<file path="config.mk">
export PLATFORM = sky130hd
export DESIGN_NAME = twgo_mul
export DESIGN_NICKNAME = d
export VERILOG_FILES = /design/src/design/tracking_wheel_gyro_odometry_macros.svh /design/src/design/twgo_pkg.sv /design/src/design/twgo_mul.sv
export SDC_FILE = /design/constraint.sdc
export NUM_CORES = 1
export LEC_CHECK = 0
export ABC_AREA = 1
export ABC_CLOCK_PERIOD_IN_PS = 7200
export BUFFER_PORTS_ARGS = -buffer_cell sky130_fd_sc_hd__buf_4
export CORE_UTILIZATION = 30
export DETAILED_ROUTE_END_ITERATION = 10
export GPL_TIMING_DRIVEN = 0
export PLACE_DENSITY = 0.43
export REMOVE_ABC_BUFFERS = 1
export SLEW_MARGIN = 40
export SYNTH_ARGS = -nofsm -noshare
export SYNTH_HDL_FRONTEND = slang
export SYNTH_SLANG_ARGS = --single-unit
</file>
<file path="constraint.sdc">
create_clock -name clk -period 7.2 [get_ports clk]
set_input_delay 2.16 -clock clk [delete_from_list [all_inputs] [get_ports clk]]
set_output_delay 2.16 -clock clk [all_outputs]
set_load 0.03 [all_outputs]
</file>
<file path="src/design/tracking_wheel_gyro_odometry_macros.svh">
// ----------------------------------------------------------------------------
// tracking wheel odometry assertion macros
// shared concurrent assertion wrappers for the rtl
// ----------------------------------------------------------------------------
`ifndef TRACKING_WHEEL_GYRO_ODOMETRY_MACROS_SVH
`define TRACKING_WHEEL_GYRO_ODOMETRY_MACROS_SVH

// implication checked on every edge outside reset
`define TWGO_ASSERT_IMP(lbl, clk_s, rst_s, ante, cons) \
  lbl: assert property (@(posedge clk_s) disable iff (!rst_s) (ante) |-> (cons)) \
    else $error("assertion failed");

// next-cycle implication
`define TWGO_ASSERT_NXT(lbl, clk_s, rst_s, ante, cons) \
  lbl: assert property (@(posedge clk_s) disable iff (!rst_s) (ante) |=> (cons)) \
    else $error("assertion failed");

`endif

</file>
<file path="src/design/twgo_pkg.sv">
// ----------------------------------------------------------------------------
// twgo_pkg
// types and constants for the odometry block
// ----------------------------------------------------------------------------
package twgo_pkg;

  localparam int unsigned SINE_DEPTH_DEF  = 256;
  localparam int unsigned ANGLE_BITS_DEF  = 16;
  localparam int unsigned CFG_IDX_W       = 3;

  // quarter-wave table generation constants, Q2.30
  localparam logic [63:0] HALF_PI_Q30 = 64'd1686629713;
  localparam logic [63:0] ONE_Q30     = 64'd1073741824;

  localparam logic [CFG_IDX_W-1:0] REG_DIST    = 3'd0;
  localparam logic [CFG_IDX_W-1:0] REG_SPEED   = 3'd1;
  localparam logic [CFG_IDX_W-1:0] REG_OFS_X   = 3'd2;
  localparam logic [CFG_IDX_W-1:0] REG_OFS_Y   = 3'd3;
  localparam logic [CFG_IDX_W-1:0] REG_START_X = 3'd4;
  localparam logic [CFG_IDX_W-1:0] REG_START_Y = 3'd5;

  localparam logic CMD_POSE = 1'b0;
  localparam logic CMD_VEL  = 1'b1;

  typedef enum logic [2:0] {
    ST_IDLE,
    ST_TRIG,
    ST_MUL,
    ST_ACC,
    ST_POS,
    ST_DONE
  } state_t;

  // serial multiply request
  typedef struct packed {
    logic              start;
    logic [63:0]       mcand;
    logic [31:0]       mplier;
  } mul_req_t;

endpackage

</file>
<file path="src/design/twgo_mul.sv">
// ----------------------------------------------------------------------------
// twgo_mul
// bit-serial unsigned 64x32 multiplier, one multiplier bit per cycle
// ----------------------------------------------------------------------------
module twgo_mul (
  input  logic                  clk,
  input  logic                  rst_n,
  input  twgo_pkg::mul_req_t    req,
  output logic                  busy,
  output logic [95:0]           prod
);

  logic [95:0] acc_r, acc_nxt;
  logic [95:0] mc_r, mc_nxt;
  logic [31:0] mp_r, mp_nxt;
  logic [5:0]  cnt_r, cnt_nxt;
  logic        busy_r, busy_nxt;

  always_comb begin
    acc_nxt  = acc_r;
    mc_nxt   = mc_r;
    mp_nxt   = mp_r;
    cnt_nxt  = cnt_r;
    busy_nxt = busy_r;
    if (req.start) begin
      acc_nxt  = '0;
      mc_nxt   = {32'd0, req.mcand};
      mp_nxt   = req.mplier;
      cnt_nxt  = '0;
      busy_nxt = 1'b1;
    end else if (busy_r) begin
      if (mp_r[0]) acc_nxt = acc_r + mc_r;
      mc_nxt  = mc_r << 1;
      mp_nxt  = mp_r >> 1;
      cnt_nxt = cnt_r + 6'd1;
      if (cnt_r == 6'd31) busy_nxt = 1'b0;
    end
  end

  always_ff @(posedge clk) begin
    if (!rst_n) begin
      busy_r <= 1'b0;
      cnt_r  <= '0;
    end else begin
      busy_r <= busy_nxt;
      cnt_r  <= cnt_nxt;
    end
    acc_r <= acc_nxt;
    mc_r  <= mc_nxt;
    mp_r  <= mp_nxt;
  end

  assign busy = busy_r | req.start;
  assign prod = acc_r;

endmodule

</file>
# Word level (Yosys, flattened, before mapping)
# Index checks and enable logic that the tools add are counted.
[op_classes]
addsub = 2
n_eq_ne = 1
n_mux = 7
bitwise_logic = 2
reduce_logical = 3
[op_table]
columns = ["op", "count"]
rows = [
  ["$mux W64", 2],
  ["$add A96 B96 Y96", 1],
  ["$mux W32", 2],
  ["$add A6 B1 Y6 const B", 1],
  ["$eq A6 B5 Y1 const B", 1],
  ["$mux W1", 3],
  ["$reduce_and A2 Y1", 1],
  ["$reduce_bool A2 Y1", 1],
  ["$reduce_or A2 Y1", 1],
  ["$not A1 Y1", 1],
  ["$or A1 B1 Y1", 1],
]
[word_totals]
register_bits = 231
output_inout_bits = 97

# Depth between registers and ports, before layout
# Gate-level depths: netlist of run 1.
[logic_depth]
ltp_word = 4
mapped_depth = 17
depth_no_buf = 17

# Worst setup path after synthesis of run 1
# OpenSTA, ideal clock, no wires.
[synth_path]
path_kind = "input port to output port"
startpoint = "input port req[96] (netlist name)"
endpoint = "output port busy"
arrival_time_ns = 4.862
required_ns = 5.040
path_slack_ns = 0.178
cell_stages = 4
path_buffers = 2
path_cell_list = "clkbuf_1 -> inv_2 -> clkbuf_1 -> nand2_1"
[synth_between]
elab_chain_len = 1
[synth_lines]
columns = ["item", "line_no", "rtl"]
rows = [
  ["start, declared", "twgo_mul.sv:8", "input twgo_pkg::mul_req_t req,"],
  ["$or A1 B1 Y1", "twgo_mul.sv:53", "assign busy = busy_r | req.start;"],
  ["end, declared", "twgo_mul.sv:9", "output logic busy,"],
]
# No other way between the ends.

# Worst setup path in the final report of run 1
# Same ends and word-level chain as after synthesis.

==> results of run 1 <==
==> power by group <==
part           switching (uW)  internal [uW]  leakage (uW)
registers                93.3           1490       0.00210
logic                     844            396        0.0102
clock network             621            887      0.000496
==> cells in the mapped netlist, types with 2 or more instances <==
cell      number  area [um^2]
nor2_1       409         1535
inv_2         31        116.4
xnor2_1        3        26.28
nand2_1     1281         4808
a21oi_2        2        17.52
a21oi_1       71        355.3
nand3_1       94        470.5
a31oi_1        2        12.51
edfxtp_1      96         2883
clkbuf_1      58        217.7
and2_4         4        35.03
nand2_2       37        231.5
o21ai_1        2        10.01
buf_1          4        15.01
and2_1         4        25.02
nor2_2        61        381.6
o21bai_1       8        60.06
nor3_2         8        80.08
nor3b_1        2        15.01
inv_1        639         2399
ha_1          96         1201
nand4_1       26        162.7
nor3_1        12        60.06
nand3_2       23        230.2
and2_2         2        15.01
xor2_1        46        402.9
dfxtp_1      135         2703
nor2_4        11        123.9
o21ai_0      101        505.5
==> registers in the layout, indices dropped and copies added, names as in the netlist <==
register / cells
cnt_r: 6
prod: 96
mc_r: 96
mp_r: 32
busy_r: 1
==> path summary, 6_finish.rpt <==
check                           slack [ns]  cells after the start                     to
worst max-delay path                  0.51                      7                   busy
worst min-delay path                  0.48                      2  cnt_r[5]$_SDFFE_PP0P_
worst max register to register        3.96                      4     mc_r[48]$_DFFE_PP_
worst min register to register        0.48                      2  cnt_r[5]$_SDFFE_PP0P_
==> layer usage <==
metal  track usage, %  routed length (um)  vias up
met5                0                   0        -
met4            4.722                1327        0
met3            2.950                3309       60
met2            35.32               30970      336
met1            34.06               38430     8787
li1                 -                   -    10094
==> metrics by stage <==
step / worst slack (ns) / hold WS, ns / instance area, um^2 / total power [uW]
finish: 0.5126 / 0.4834 / 22640 / 4337
global route: 0.3332 / 0.5232 / 22630 / 4611
CTS: 0.4962 / 0.4875 / 22630 / 4407
detailed placement: 0.5033 / 0.4782 / 21650 / 2863
global placement: -5.435 / 0.4531 / 21440 / 2859
floorplan: -0.3432 / 0.4434 / 18920 / 2378
==> worst register-to-register path, cell delays in order, from the launching register on <==
cell and delay, ns:
dfxtp_2 0.86, clkinv_2 0.78, nand2_4 0.65, buf_12 0.30
buf_12 0.32
==> logic make-up after synthesis <==
family | after synthesis | synth area share, %
AOI/OAI and AO/OA | 188 | 5.103
and+or+nand+nor | 1975 | 42.74
buffers and inverters | 733 | 14.37
xor gates and xnor gates | 49 | 2.241
adders and majority gates | 97 | 6.377
DFF | 231 | 29.17
==> cell type report <==
class / count / area (um^2)
fill: 7235 / 40450
multi-input combinational: 2309 / 10830
sequential: 231 / 5587
inverter: 671 / 2535
timing repair buffer: 202 / 1642
tap: 846 / 1059
clock buffer: 43 / 888.4
clock inverter: 11 / 95.09
antenna: 1 / 2.502
==> results.toml, run 1 <==
[yosys]
ys_ff_latch = 231
yosys_warnings = 0
ys_types = 34
avgSynthCellArea_um2 = 5.851
yosysSeqAreaShare_pct = 29.17
synth_ff_type = "dfxtp_1"
synth_enable_flop_cells = 96
syn_area_mm2 = 0.01915
syn-instance-count = 3273
synth-async-reset-ratio_pct = 0

[setup_path]
crit_type = "in -> out"
path_buf_inv = 6
path_cells = "buf_8, buf_16, buf_16, inv_8, buf_16, nand2_4, buf_4"
reg2reg_from = "busy_r$_SDFF_PN0_"
crit_path_max_incr_delay_ns = 0.47
slowest_stage = "nand2_4"
worstPathMaxFanout = 79
cpLargestDelayFamily = "buffers and inverters"
end_kind = "primary output"
crit_arrival_ns = 4.53
worst_setup_path_start_kind = "primary input"
cpMostUsedCell = "buf_16"
cp.required_ns = 5.04
cp-startpoint = "req[96]"

[clock_tree]
h-tree-depth = 1
clkLatencyLatePin_ns = 0.60
cts_tree = "built"
clk_pin_slew_worst_paths_ns = 0.06
post_cts_buffers = 0
ctsHoldBuffers = 0
root_buffer = "clkbuf_16"
clockBufferDepth = 3
cts_buffers = 29
ctsResizeCount = 0
cts.sinks = 231

[power_and_ir_drop]
powerDensity_mw_per_mm2 = 191.6
p_leak_uw = 0.01284
ir_drop_v = 0.0001757

[timing]
max_freq_mhz = 149.5
fin_crit_ns = 6.687
rsz0062_at_grt = "no"
tightestPinTransition_ns = 0.8248
slew_headroom_pct = 45.01
report.final.slew_viol_count = 0
finalSetupViolCount = 0
hold_viol_final = 0
setup_tns_ns = 0
period_share_pct = 92.88
fin_skew_ns = 0.02214

[finish]
final_cell_mix = "nand2_1, inv_1, nor2_1, buf_4, dfxtp_1"
fin_cells = 4314
fin_util_pct = 35.88
syn_to_final_growth_pct = 18.20
layout_commonest_cell = "nand2_1"
drive_gt1_share_pct = 12.60
layout.nets = 3640

[floorplan]
dieHeight_um = 254.7
coreArea_mm2 = 0.06308
dieArea_mm2 = 0.06485
rows = 92
die_x_um = 254.7
start_util_pct = 30.36
pin_count = 196

[placed_design]
io_buffer_count = 195
dp_hpwl_um = 61820
dp_cells = 4259
place_congestion = 0.9371

[detailed_routing]
viasPerCell = 4.468
drt_iter0_markers = 1134
routed_wl_um = 74040
firstDrtPassIters = 5
ant_nets = 0
drc = 0
wire_per_inst_um = 17.16
vias = 19277

[hold_path]
hold_class = "reg -> reg"
min_from = "cnt_r[5]$_SDFFE_PP0P_"

[global_route]
antenna_found_initial = 0
grt_max_degree = 80
grt_pass1_vias = 18880
grt_pass1_wl_um = 111600
grt_use_total_pct = 23.01
grt_overflow = 0

[outcome]
status = "finished, final reports clean"

[job]
cap_violations = 0
(Power assumes the default switching activity.)
==> run 2: changes to the inputs <==
--- a/config.mk
+++ b/config.mk
@@ -11,7 +11,6 @@
 export CORE_UTILIZATION = 30
 export DETAILED_ROUTE_END_ITERATION = 10
 export GPL_TIMING_DRIVEN = 0
-export PLACE_DENSITY = 0.43
 export REMOVE_ABC_BUFFERS = 1
 export SLEW_MARGIN = 40
 export SYNTH_ARGS = -nofsm -noshare
==> run 2 against run 1 <==
  * Largest cell class unchanged
  * Largest power group unchanged
  * Fmax grew 19%
  * Cell count is the same
  * Critical path type unchanged
  * Cell area is essentially flat
  * Clock power shrank 4%
  * Clock skew shrank 0.00062 ns
  * Non-clock buffer count grew 2
  * Clock-buffer cell count is the same
  * Power shrank 1.7%
  * Critical path depth shrank 1
==> results.toml, run 2 (synthesis gave the netlist of run 1 again) <==
[hold_path]
hold_depth = 2
hold_class = "reg -> reg"
min_to = "cnt_r[5]$_SDFFE_PP0P_"
min_from = "cnt_r[5]$_SDFFE_PP0P_"

[detailed_routing]
wire_per_inst_um = 15.94
ant_nets = 0
firstDrtPassIters = 6
drc = 0
vias = 19186
routed_wl_um = 68780
viasPerCell = 4.447
drt_iter0_markers = 1257

[timing]
report.final.slew_viol_count = 0
max_freq_mhz = 177.3
tightestPinTransition_ns = 0.7423
rsz0062_at_grt = "no"
hold_viol_final = 0
finalSetupViolCount = 0
fin_crit_ns = 5.639
whs_ns = 0.4652
setup_ws_ns = 1.561
fin_skew_ns = 0.02152
period_share_pct = 78.32
slew_headroom_pct = 50.52

[placed_design]
place_congestion = 1.014
post-place-ws_ns = 1.561
io_buffer_count = 195
placed_cell_area_mm2 = 0.02167
dp_cells = 4260
dp_hpwl_um = 56260

[finish]
regArea_mm2 = 0.005587
stdcell_area_mm2 = 0.02263
fill_cells = 7231
fin_util_pct = 35.87
multiInputGateArea_mm2 = 0.01083
layout.nets = 3642
syn_to_final_growth_pct = 18.15
n_antenna_cell = 0
layout_commonest_cell = "nand2_1"
final_cell_mix = "nand2_1, inv_1, nor2_1, buf_4, dfxtp_1"
fin_cells = 4314
drive_gt1_share_pct = 12.46

[clock_tree]
clk_pin_slew_worst_paths_ns = 0.06
cts.sinks = 231
ctsHoldBuffers = 0
ctsResizeCount = 0
h-tree-depth = 1
post_cts_buffers = 0
cts_tree = "built"
root_buffer = "clkbuf_16"
clkLatencyLatePin_ns = 0.59
clockBufferDepth = 3
cts_buffers = 29

[setup_path]
crit_path_max_incr_delay_ns = 0.24
crit_type = "in -> out"
slowest_stage = "buf_12"
worst_setup_path_start_kind = "primary input"
path_cells = "buf_8, inv_8, nand2_4, buf_12, buf_12, buf_4"
reg2regPathDepth = 13
worstPathMaxFanout = 66
r2r-end = "prod[70]$_SDFFE_PP0P_"
reg2reg_from = "mc_r[45]$_DFFE_PP_"
regToRegSetupSlack_ns = 4.31
cpMostUsedCell = "buf_12"
end_kind = "primary output"
crit_arrival_ns = 3.48
cp.required_ns = 5.04

[global_route]
grt_use_total_pct = 21.16
grt_max_degree = 90
grt_pass1_wl_um = 104800
grt_overflow = 0
grt_pass1_vias = 17890
antenna_found_initial = 0

[power_and_ir_drop]
p_leak_uw = 0.01281
ir_drop_v = 0.0001699
powerDensity_mw_per_mm2 = 188.4

[floorplan]
pin_count = 196
dieHeight_um = 254.7
rows = 92
start_util_pct = 30.36
die_x_um = 254.7
coreArea_mm2 = 0.06308
dieArea_mm2 = 0.06485

[job]
cap_violations = 0

[outcome]
status = "finished, final reports clean"
## run 2: cell count changes in the layout (fill, tap and decap cells not counted), moves of 3 or more
cell / change
clkbuf_8: -5
clkbuf_1: +5
clkinv_2: -4
inv_6: -3
clkinvlp_4: +3
## run 2: critical path: cells and delay by family
| family | cells | cell delay [ns] |
|---|---|---|
| buf+inv | 5 | 0.97 |
| simple gates | 1 | 0.17 |
## run 2: how the worst max path moves through the flow
stage | endpoint | from | slack [ns]
floorplan | busy | req[96] | -0.34
CTS | busy | req[96] | 1.56
global placement | busy | req[96] | -5.40
finish | busy | req[96] | 1.56
detailed placement | busy | req[96] | 1.56
global route | busy | req[96] | 1.49
## run 2: power breakdown
| group | total, uW | internal (uW) | leakage, uW | switching [uW] |
|---|---|---|---|---|
| Sequential | 1580 | 1490 | 0.00210 | 89.4 |
| Combinational | 1230 | 399 | 0.0103 | 831 |
| Clock | 1450 | 837 | 0.000447 | 611 |
## run 2: metrics by stage
stage | total power, uW | TNS, ns
after floorplan | 2378 | -0.3432
after global placement | 2819 | -333.07
after detailed placement | 2829 | 0
after CTS | 4300 | 0
after global routing | 4506 | 0
final | 4262 | 0
## run 2: cell type report
type / count / share of cell area [%]
Clock inverter: 10 / 0.3982
Inverter: 671 / 11.20
Clock buffer: 43 / 3.705
Multi-Input combinational cell: 2309 / 47.86
Timing Repair Buffer: 204 / 7.466
Sequential cell: 231 / 24.69
Tap cell: 846 / 4.678
## run 2: metal layers
layer  share of wire, %  vias to the layer above  wire length [um]  global-route usage, %
li1                   -                    10090                 -                      -
met1                 49                     8568             33890                  30.13
met2                 43                      450             29510                  33.70
met3                5.6                       78              3880                  2.654
met4                2.2                        0              1498                  5.064
met5                  0                        -                 0                      0
